===== config.mk =====
export PLATFORM = sky130hd
export DESIGN_NAME = rfq_ctrl
export DESIGN_NICKNAME = d
export VERILOG_FILES = /design/src/sv/assert_macros.svh /design/src/sv/rfq_pkg.sv /design/src/sv/rfq_ctrl.sv
export SDC_FILE = /design/constraint.sdc
export NUM_CORES = 1
export LEC_CHECK = 0
export ABC_AREA = 1
export BUFFER_PORTS_ARGS = -buffer_cell sky130_fd_sc_hd__buf_4
export CORE_MARGIN = 2
export CORE_UTILIZATION = 30
export DETAILED_ROUTE_END_ITERATION = 8
export HOLD_SLACK_MARGIN = 0.02
export PLACE_DENSITY_LB_ADDON = 0.3
export SLEW_MARGIN = 20
export SYNTH_ARGS = -nofsm -noshare
export SYNTH_HDL_FRONTEND = slang
export SYNTH_SLANG_ARGS = --single-unit

===== constraint.sdc =====
create_clock -name clk -period 1.8 [get_ports clk]
set_input_delay 0.09 -clock clk [delete_from_list [all_inputs] [get_ports clk]]
set_output_delay 0.09 -clock clk [all_outputs]
set_load 0.1 [all_outputs]

===== src/sv/assert_macros.svh =====
// ----------------------------------------------------------------------------
// Assertion macros
// Shared concurrent assertion forms. They compile to nothing when
// NO_ASSERTIONS is defined.
// ----------------------------------------------------------------------------
`ifndef ASSERT_MACROS_SVH
`define ASSERT_MACROS_SVH

`ifndef NO_ASSERTIONS
// Same-cycle implication, checked outside reset.
`define ASSERT_IMPLY(lbl, clk, rst_n, ante, cons) \
    lbl: assert property (@(posedge clk) disable iff (!rst_n) (ante) |-> (cons)) \
        else $error("assertion failed");
// Next-cycle implication, checked outside reset.
`define ASSERT_NEXT(lbl, clk, rst_n, ante, cons) \
    lbl: assert property (@(posedge clk) disable iff (!rst_n) (ante) |=> (cons)) \
        else $error("assertion failed");
`else
`define ASSERT_IMPLY(lbl, clk, rst_n, ante, cons)
`define ASSERT_NEXT(lbl, clk, rst_n, ante, cons)
`endif

`endif


===== src/sv/rfq_pkg.sv =====
// ----------------------------------------------------------------------------
// rfq_pkg
// Widths, constants, command and status bundles and helpers shared by the
// fit quality block.
// ----------------------------------------------------------------------------
package rfq_pkg;

    localparam int VALUE_WIDTH = 24;
    localparam int MAX_CASES   = 64;
    localparam int MAX_TARGETS = 16;

    localparam int CASE_W = 7;
    localparam int TGT_W  = 5;
    localparam int COEF_W = 7;
    localparam int IDX_W  = 4;
    localparam int OUT_W  = 32;
    localparam int STAT_W = 2;

    localparam int ROW_W = $clog2(MAX_CASES);
    localparam int COL_W = $clog2(MAX_TARGETS);

    localparam int FRAC_BITS = 24;
    localparam int SUM_W   = VALUE_WIDTH + ROW_W;
    localparam int ESQ_W   = 2 * VALUE_WIDTH;
    localparam int YSQ_W   = 2 * VALUE_WIDTH - 1;
    localparam int SSE_W   = ESQ_W + ROW_W;
    localparam int SY2_W   = YSQ_W + ROW_W;
    localparam int DD_W    = SY2_W + ROW_W + 1;
    localparam int A_W     = SSE_W + ROW_W + 1;
    localparam int DIVN_W  = A_W + FRAC_BITS;
    localparam int DIVD_W  = DD_W;
    localparam int RATIO_W = 2 * FRAC_BITS + 1;
    localparam int PROD_W  = RATIO_W + ROW_W;
    localparam int DIFF_W  = COEF_W + 2;
    localparam int WIDE_W  = 64;

    localparam logic [STAT_W-1:0] STATUS_OK         = 2'd0;
    localparam logic [STAT_W-1:0] STATUS_ZERO_SPAN  = 2'd1;
    localparam logic [STAT_W-1:0] STATUS_CASES_COEF = 2'd2;

    localparam logic signed [WIDE_W-1:0] ONE_Q = WIDE_W'(64'sd1 <<< FRAC_BITS);
    localparam logic [RATIO_W-1:0] RATIO_CAP = RATIO_W'(1) << (RATIO_W - 1);

    typedef struct packed {
        logic accept;
        logic first_target;
        logic prep;
        logic spread;
        logic div_start;
        logic div_sel_adj;
        logic zero_take;
        logic ratio_take;
        logic scale;
        logic adj_take;
        logic emit;
    } cmd_t;

    typedef struct packed {
        logic last_item;
        logic spread_zero;
        logic diff_zero;
        logic div_done;
        logic last_target;
    } stat_t;

    function automatic logic [OUT_W-1:0] sat_out(input logic signed [WIDE_W-1:0] v);
        logic signed [WIDE_W-1:0] hi;
        logic signed [WIDE_W-1:0] lo;
        hi = WIDE_W'(64'sd2147483647);
        lo = -WIDE_W'(64'sd2147483648);
        if (v > hi) begin
            return OUT_W'(hi);
        end
        if (v < lo) begin
            return OUT_W'(lo);
        end
        return v[OUT_W-1:0];
    endfunction

endpackage


===== src/sv/rfq_ctrl.sv =====
// ----------------------------------------------------------------------------
// rfq_ctrl
// Sequencer for loading a data set and producing one result per target.
// ----------------------------------------------------------------------------
module rfq_ctrl
    import rfq_pkg::*;
(
    input  logic  clk,
    input  logic  rst_n,
    input  logic  start,
    input  stat_t stat,
    output cmd_t  cmd,
    output logic  busy
);

    typedef enum logic [10:0] {
        ST_IDLE       = 11'b000_0000_0001,
        ST_DRAIN      = 11'b000_0000_0010,
        ST_PREP       = 11'b000_0000_0100,
        ST_SPREAD     = 11'b000_0000_1000,
        ST_RATIO_GO   = 11'b000_0001_0000,
        ST_RATIO_WAIT = 11'b000_0010_0000,
        ST_SCALE      = 11'b000_0100_0000,
        ST_ADJ_GO     = 11'b000_1000_0000,
        ST_ADJ_WAIT   = 11'b001_0000_0000,
        ST_EMIT       = 11'b010_0000_0000,
        ST_SPARE      = 11'b100_0000_0000
    } state_t;

    state_t state_reg, state_next;

    always_comb
    begin
        state_next = state_reg;
        cmd        = '0;
        case (state_reg)
            ST_IDLE:
            begin
                cmd.accept = start;
                if (start && stat.last_item)
                begin
                    state_next = ST_DRAIN;
                end
            end
            ST_DRAIN:
            begin
                cmd.first_target = 1'b1;
                state_next       = ST_PREP;
            end
            ST_PREP:
            begin
                cmd.prep   = 1'b1;
                state_next = ST_SPREAD;
            end
            ST_SPREAD:
            begin
                cmd.spread = 1'b1;
                state_next = ST_RATIO_GO;
            end
            ST_RATIO_GO:
            begin
                if (stat.spread_zero)
                begin
                    cmd.zero_take = 1'b1;
                    state_next    = ST_EMIT;
                end
                else
                begin
                    cmd.div_start = 1'b1;
                    state_next    = ST_RATIO_WAIT;
                end
            end
            ST_RATIO_WAIT:
            begin
                if (stat.div_done)
                begin
                    cmd.ratio_take = 1'b1;
                    state_next     = stat.diff_zero ? ST_EMIT : ST_SCALE;
                end
            end
            ST_SCALE:
            begin
                cmd.scale  = 1'b1;
                state_next = ST_ADJ_GO;
            end
            ST_ADJ_GO:
            begin
                cmd.div_start   = 1'b1;
                cmd.div_sel_adj = 1'b1;
                state_next      = ST_ADJ_WAIT;
            end
            ST_ADJ_WAIT:
            begin
                cmd.div_sel_adj = 1'b1;
                if (stat.div_done)
                begin
                    cmd.adj_take = 1'b1;
                    state_next   = ST_EMIT;
                end
            end
            ST_EMIT:
            begin
                cmd.emit   = 1'b1;
                state_next = stat.last_target ? ST_IDLE : ST_PREP;
            end
            default:
            begin
                state_next = ST_IDLE;
            end
        endcase
    end

    always_ff @(posedge clk or negedge rst_n)
    begin
        if (!rst_n)
        begin
            state_reg <= ST_IDLE;
        end
        else
        begin
            state_reg <= state_next;
        end
    end

    assign busy = (state_reg != ST_IDLE);

endmodule


==> results_dict.tcl, run 1 <==
set metrics [dict create \
    status "finished clean" \
    num_vias 709 \
    grt_max_degree 11 \
    arrival_ns 1.60 \
    syn-num-nets 116 \
    design_area_um2 982 \
    path_clk_slew_ns 0.07 \
    crit_family "simple AND/OR/NAND/NOR gates" \
    gp_congestion 0.836 \
    routed_wl_mm 1.68 \
    fin_util_pct 43.6 \
    hold_path_class "in -> reg" \
    port_buffers 19 \
    netlist_area_um2 734 \
    cap_violations 0 \
    async_flop_share_pct 100 \
    yosys_register_bits 10 \
    clock_path_buffers 2 \
    cts_setup_buffers 0 \
    worst_setup_path_start_kind "flip-flop" \
    final.min_clock_period_ns 1.69 \
    largest_reg_flops 10 \
    clkPwrFrac_pct 12.1 \
    ys_seq_area_share_pct 34.2 \
    yosysMostFrequentCell "nand2_1" \
    rsz0062_at_grt "true" \
    antenna_found_initial 0 \
    power_frac_seq_pct 22.6 \
    post_drt_wl_per_cell_um 10.4 \
    synth-main-ff-cell "dfrtp_1" \
    first_global_vias 672 \
    synth_area_leader_cell "dfrtp_1" \
    core_mm2 0.00225 \
    area_delta_synth_final_pct 33.7 \
    maxSlewViolCount 0 \
    syn_avg_cell_area_um2 6.80 \
    ios 20 \
    synth_top_area_share_pct 30.7 \
    max_freq_mhz 593 \
    p_leak_nw 0.581 \
    fin_skew_ns 0.00727 \
    grt_pass1_wl_mm 2.89 \
    clk_latency_ns 0.27 \
    drt.antenna.violating_nets 0 \
    finalWorstSetupSlack_ns 0.113 \
    synth-edff-count 0 \
    place_area_um2 922 \
    cpPeakStageDelay_ns 0.44 \
    post-dp-hpwl_mm 1.38 \
    grt_usage_pct 14.0 \
    viasPerCell 4.40 \
    min_period_over_period_pct 93.7 \
    yosysUniqueCellTypes 17 \
    peakVddDrop_v 0.00107 \
    clock-sinks 10 \
    synth_area_leaders "dfrtp_1 31%, nand2_1 12%, inv_1 10%" \
    fp-row-count 17 \
    end_kind "output port" \
    worstMarginPinSlew_ns 0.279 \
    hold_violations 0 \
    die-area_mm2 0.00286 \
    grt_remaining_overflow 0 \
    path_buf_inv 2 \
    drive_gt1_share_pct 38.3 \
    die_x_um 53.5 \
    place_ws_ns 0.339 \
    cts_tree "built" \
    critPathRequiredTime_ns 1.71 \
    nets 142 \
    internal-power_uw 619 \
    combPwrFrac_pct 65.3 \
    worstPathMaxFanout 4 \
    yosys-top-cells-count "23 x nand2_1, 20 x inv_1, 18 x nor2_1, 9 x dfrtp_1" \
    antenna_cells 0 \
    finalSetupViolations 0 \
    numCtsBuffers 3 \
    cp_slowest_cell "dfrtp_1" \
    die_y_um 53.5 \
    clock-root-buffer "clkbuf_4" \
    synthCells 108 \
    p_sw_uw 793 \
    drt_pre_antenna_iters 4 \
    start_util_pct 32.6 \
    ys_warn_count 0 \
    critPathKind "reg -> out" \
    drt_first_iter_violations 8 \
    cellPowerDensity_mw_per_mm2 1440 \
    drc 0 \
    h-tree-depth 1 \
    max_slew_margin_pct 81.6 \
    switching_share_pct 56.2 \
    cp_cell_sequence "nor2_4 > nand2_2 > inv_1 > nand4_1 > nand2_1 > buf_6" \
]
per-stage QoR:
step | hold WS, ns | setup TNS [ns] | std cells | total power [mW]
after detailed placement | -0.0677 | 0 | 155 | 1.23
after CTS | 0.0204 | 0 | 161 | 1.41
after global routing | 0.0278 | 0 | 161 | 1.51
after floorplan | -0.206 | -0.998 | 108 | 1.08
after global placement | -0.0699 | 0 | 155 | 1.23
final | 0.0272 | 0 | 161 | 1.41
cell families (layout without fill, tap and decap cells):
| logic type | Yosys count | count (layout) | synth area share [%] |
|---|---|---|---|
| AO/OA/AOI/OAI | 4 | 4 | 2.72 |
| buffers and inverters | 23 | 48 | 11.8 |
| flip-flops | 10 | 10 | 34.2 |
| AND/OR/NAND/NOR | 71 | 71 | 51.3 |
power groups by stage:
stage,Sequential (mW),Clock (mW),Combinational [mW]
after floorplan,0.314,0,0.764
after global placement,0.321,0,0.905
after detailed placement,0.321,0,0.913
after CTS,0.318,0.177,0.916
after global routing,0.325,0.189,1.00
final,0.318,0.171,0.922
what timing repair did:
| action | CTS | global route |
|---|---|---|
| resized for setup | 0 | 4 |
| setup endpoints to repair | 0 | 2 |
| hold endpoints to repair | 11 | 0 |
| hold buffers | 2 | 0 |
per-layer routing:
layer	routed length [um]	vias up	part of all wire [%]	global-route usage, %
met4	19	0	1.1	5.13
met3	87	2	5.2	3.39
li1	-	373	-	-
met2	787	20	47	23.3
met1	782	314	47	17.4
met5	0	-	0	0
placed cells by master (no fill, tap or decap), types with 4 or more instances in the layout:
cell type | Yosys | final
nand2_1 | 23 | 22
inv_1 | 20 | 20
buf_4 | 0 | 17
nor2_1 | 18 | 14
dfrtp_1 | 9 | 9
nor2_2 | 4 | 8
nand2_2 | 7 | 8
nand3_1 | 7 | 7
nand2_4 | 5 | 5
nor2_4 | 4 | 4
area by class of cell:
class                      instances  area [um2]
timing repair buffer              21         174
tap                               28        35.0
inverter                          23        86.3
multi-input combinational         75         409
fill                             240        1270
clock buffer                       4        26.3
sequential                        10         251
worst paths after layout:
check                             startpoint      endpoint  slack (ns)  cells past startpoint
worst max-delay path            state_reg[2]        cmd[6]        0.11                      6
worst min-delay path                 stat[0]  state_reg[2]        0.03                      2
worst max register to register  state_reg[2]  state_reg[8]        0.43                     10
worst min register to register  state_reg[5]  state_reg[5]        0.56                      2
max in group asynchronous              rst_n  state_reg[0]        1.39                      2
min in group asynchronous              rst_n  state_reg[5]        0.18                      2
Note: power is estimated with default switching activity, not from simulation.
==> run 2: changes to the inputs <==
==> constraint.sdc (replaced) <==
create_clock -name clk -period 1.8 [get_ports clk]
set_input_delay 0.09 -clock clk [delete_from_list [all_inputs] [get_ports clk]]
set_output_delay 0.09 -clock clk [all_outputs]
set_load 0.02 [all_outputs]
==> results_dict.tcl, run 2 (synthesis results as in run 1) <==
set metrics [dict create \
    ios 20 \
    antenna_found_initial 0 \
    hold_path_class "in -> reg" \
    drt_pre_antenna_iters 4 \
    hold_violations 0 \
    drc 0 \
    die_y_um 53.5 \
    viasPerCell 4.39 \
    critPathRequiredTime_ns 1.71 \
    p_leak_nw 0.580 \
    final_cell_mix "23 x nand2_1, 20 x inv_1, 19 x buf_4" \
    clock-sinks 10 \
    cts_resized 0 \
    core_mm2 0.00225 \
    grt_pass1_wl_mm 2.55 \
    worstMarginPinSlew_ns 0.264 \
    grt_usage_pct 12.6 \
    die_x_um 53.5 \
    drive_gt1_share_pct 34.6 \
    fin_skew_ns 0.00394 \
    drt.antenna.violating_nets 0 \
    cellPowerDensity_mw_per_mm2 1190 \
    multi_input_area_um2 397 \
    use_met3_pct 0.847 \
    cpPeakStageDelay_ns 0.43 \
    rsz0062_at_grt "false" \
    max_freq_mhz 630 \
    grt_remaining_overflow 0 \
    worst_setup_path_start_kind "flip-flop" \
    fp-row-count 17 \
    cts_tree "built" \
    cap_violations 0 \
    drt_first_iter_violations 11 \
    final_common_cell "nand2_1" \
    peakVddDrop_v 0.000408 \
    worstRegToRegCells 10 \
    grt_max_degree 11 \
    min_period_over_period_pct 88.2 \
    worstPathMaxFanout 4 \
    final.min_clock_period_ns 1.59 \
    num_vias 706 \
    critPathKind "reg -> out" \
    numCtsBuffers 3 \
    place_ws_ns 0.435 \
    use_met2_pct 19.3 \
    maxSlewViolCount 0 \
    antenna_cells 0 \
    fillCellCount 253 \
    cp_cell_sequence "nor2_4 > nand2_2 > inv_1 > nand4_1 > nand2_1 > buf_4" \
    die-area_mm2 0.00286 \
    grt.met1_usage_pct 16.9 \
    holdWs_ns 0.0363 \
    design_area_um2 958 \
    post-dp-hpwl_mm 1.37 \
    cts_hold_repair.buffers 2 \
    finalWorstSetupSlack_ns 0.212 \
    clock-root-buffer "clkbuf_4" \
    hold-path-cell-count 2 \
    nets 142 \
    fin_setup_tns_ns 0 \
    routed_wl_mm 1.62 \
    path_clk_slew_ns 0.06 \
    finalSetupViolations 0 \
    clk_latency_ns 0.26 \
    status "finished clean" \
    max_slew_margin_pct 82.2 \
    busiest_layer "met2" \
    cp_slowest_cell "dfrtp_1" \
    register_area_um2 251 \
    area_delta_synth_final_pct 30.5 \
    total_power_mw 1.14 \
    clock_path_buffers 2 \
    largest_reg_flops 10 \
    place_area_um2 912 \
    port_buffers 19 \
    post_drt_wl_per_cell_um 10.1 \
    cts_setup_buffers 0 \
    arrival_ns 1.50 \
    h-tree-depth 1 \
    first_global_vias 613 \
    gp_congestion 0.845 \
    end_kind "output port" \
    start_util_pct 32.6 \
]
-- run 2: per-layer routing --
| metal | share of wire, % | wire length, um |
|---|---|---|
| met2 | 48 | 777 |
| met4 | 1.2 | 19 |
| met5 | 0 | 0 |
| met3 | 4.1 | 67 |
| met1 | 47 | 756 |
-- run 2: final timing paths --
| path | startpoint | to | slack, ns |
|---|---|---|---|
| min in group asynchronous | rst_n | state_reg[5] | 0.19 |
| hold reg to reg | state_reg[5] | state_reg[5] | 0.56 |
| setup / recovery | state_reg[2] | cmd[5] | 0.21 |
| max in group asynchronous | rst_n | state_reg[0] | 1.38 |
| setup reg to reg | state_reg[4] | state_reg[8] | 0.42 |
| hold / removal | stat[0] | state_reg[2] | 0.04 |
-- run 2: critical path: cells and delay by family, from the launching register on --
family / cells / cell delay [ns]
and+or+nand+nor: 4 / 0.58
DFF: 1 / 0.43
buffers and inverters: 2 / 0.23
-- run 2: report_power, final --
group	internal [mW]	total [mW]	switching [mW]
clock network	0.0855	0.161	0.0759
registers	0.273	0.316	0.0422
logic	0.250	0.663	0.413
total	0.609	1.14	0.531
-- run 2: cell type report --
type | count | area share, %
multi-input combinational | 75 | 41.4
sequential | 10 | 26.2
timing repair buffer | 21 | 17.0
inverter | 23 | 9.01
tap | 28 | 3.66
clock buffer | 4 | 2.74
-- run 2: per-stage QoR --
| stage | util, % | cells |
|---|---|---|
| final | 42.5 | 161 |
| after global routing | 42.5 | 161 |
| after CTS | 42.5 | 161 |
| after detailed placement | 40.5 | 155 |
| after global placement | 40.5 | 155 |
| after floorplan | - | 108 |
==> run 3: changes to the inputs <==
Settings changed: SETUP_SLACK_MARGIN set to 0.3.
==> results_dict.tcl, run 3 (synthesis results as in run 1) <==
set metrics [dict create \
    fillCellCount 225 \
    start_util_pct 32.6 \
    fp-row-count 17 \
    max_slew_margin_pct 82.4 \
    core_mm2 0.00225 \
    grt_usage_pct 13.4 \
    p_sw_uw 579 \
    max_freq_mhz 664 \
    hold-path-cell-count 2 \
    final.min_clock_period_ns 1.51 \
    gp_congestion 0.845 \
    num_vias 772 \
    clkPwrFrac_pct 13.0 \
    clock-sinks 10 \
    critPathRequiredTime_ns 1.71 \
    routed_wl_mm 1.86 \
    final_common_cell "buf_4" \
    grt_remaining_overflow 0 \
    first_global_vias 682 \
    worstPathMaxFanout 4 \
    fin_skew_ns 0.0136 \
    cp_cell_sequence "nor2_4 > nand2_2 > nor2_4 > nand3_2 > nand2_1 > buf_6" \
    h-tree-depth 1 \
    switching_share_pct 47.1 \
    status "finished clean" \
    viasPerCell 4.46 \
    peakVddDrop_v 0.000476 \
    drt_first_iter_violations 15 \
    end_kind "output port" \
    grt_pass1_wl_mm 2.75 \
    combPwrFrac_pct 60.9 \
    antenna_found_initial 0 \
    drt_pre_antenna_iters 4 \
    hold_violations 0 \
    nets 154 \
    r2r-end "state_reg[8]" \
    finalSetupViolations 0 \
    worstMarginPinSlew_ns 0.261 \
    min-delay-start "stat[0]" \
    drt.antenna.violating_nets 0 \
    internal-power_uw 650 \
    ios 20 \
    p_leak_nw 0.655 \
    worst_setup_path_start_kind "flip-flop" \
    maxSlewViolCount 0 \
    r2r_slack_ns 0.31 \
    clock-root-buffer "clkbuf_4" \
    die_y_um 53.5 \
    dp_cells 155 \
    hold_path_class "in -> reg" \
    place_area_um2 912 \
    min_to "state_reg[2]" \
    antenna_cells 0 \
    die-area_mm2 0.00286 \
    drive_gt1_share_pct 46.2 \
    die_x_um 53.5 \
    multi_input_area_um2 445 \
    stdcell_count 173 \
    reg2reg_from "state_reg[6]" \
    rsz0062_at_grt "true" \
    cellPowerDensity_mw_per_mm2 1100 \
    design_area_mm2 0.00112 \
    clk_latency_ns 0.26 \
    cp_slowest_cell "dfrtp_1" \
    drc 0 \
    port_buffers 19 \
    post_drt_wl_per_cell_um 10.8 \
    power_frac_seq_pct 26.1 \
    min_period_over_period_pct 83.7 \
    worstRegToRegCells 11 \
    crit_cells 6 \
    crit_top_cell "nor2_4" \
    fin_setup_tns_ns 0 \
    post-dp-hpwl_mm 1.37 \
    cpPeakStageDelay_ns 0.43 \
    critPathKind "reg -> out" \
    numCtsBuffers 3 \
    clock_path_buffers 2 \
    final_cell_mix "26 x buf_4, 20 x nand2_1, 19 x inv_1" \
    register_area_um2 251 \
    area_delta_synth_final_pct 52.0 \
    cap_violations 0 \
    cp-startpoint "state_reg[6]" \
    crit_family "simple AND/OR/NAND/NOR gates" \
    path_buf_inv 1 \
    cts_tree "built" \
    path_clk_slew_ns 0.07 \
    finalWorstSetupSlack_ns 0.294 \
    grt_max_degree 11 \
    largest_reg_flops 10 \
    arrival_ns 1.42 \
    place_ws_ns 0.435 \
    fin_util_pct 49.5 \
]
==> run 3: changes by cell type in the layout (fill, tap and decap cells not counted), sizes merged <==
cell,change
buf,+12
==> run 3: area by class of cell <==
type | count | share of cell area, %
Sequential cell | 10 | 22.5
Timing Repair Buffer | 33 | 24.3
Inverter | 23 | 7.74
Clock buffer | 4 | 2.35
Multi-Input combinational cell | 75 | 39.9
Tap cell | 28 | 3.14
==> run 3: repair_timing <==
action                     CTS  global route
gates resized for setup     10             9
hold endpoints to repair    11             0
hold buffers                 2             0
buffers inserted             9             3
setup endpoints to repair    7            13
pin swaps                    8             9
==> run 3: stage by stage <==
stage / hold slack [ns] / power [mW]
4_1_cts: 0.0342 / 1.21
2_1_floorplan: -0.206 / 0.822
6_report: 0.0637 / 1.23
3_5_place_dp: -0.0729 / 0.989
3_3_place_gp: -0.0717 / 0.977
5_1_grt: 0.0650 / 1.33
==> run 3: metal layers <==
layer | share of wire, % | routed length (um) | global-route usage [%] | up-vias
met5 | 0 | 0 | 0 | -
met3 | 4.7 | 88 | 0.847 | 2
met1 | 43 | 798 | 16.9 | 346
li1 | - | - | - | 397
met4 | 1.0 | 19 | 7.69 | 0
met2 | 51 | 956 | 22.2 | 27
==> run 3: how the worst max path moves through the flow <==
stage               slack, ns      endpoint
floorplan                0.51  state_reg[8]
global placement         0.46  state_reg[8]
detailed placement       0.44  state_reg[8]
CTS                      0.27        cmd[5]
global route             0.23        cmd[6]
finish                   0.29        cmd[6]
==> run 3: power groups by stage <==
stage | clock network [mW] | registers [mW] | logic [mW]
final | 0.159 | 0.321 | 0.748
after global routing | 0.176 | 0.326 | 0.829
after floorplan | 0 | 0.314 | 0.508
after CTS | 0.170 | 0.313 | 0.724
after detailed placement | 0 | 0.321 | 0.668
after global placement | 0 | 0.319 | 0.658
==> run 3: worst reg2reg max path, stage by stage, from the launching register on <==
cell and delay, ns:
dfrtp_1 0.43, nor2_4 0.14, nand2_2 0.07, nor2_4 0.19, nand2_4 0.07, buf_6 0.13, nand2_4 0.05, nand2_4 0.06
nand2_4 0.09, nand2_2 0.04, nand2_1 0.06, inv_1 0.04
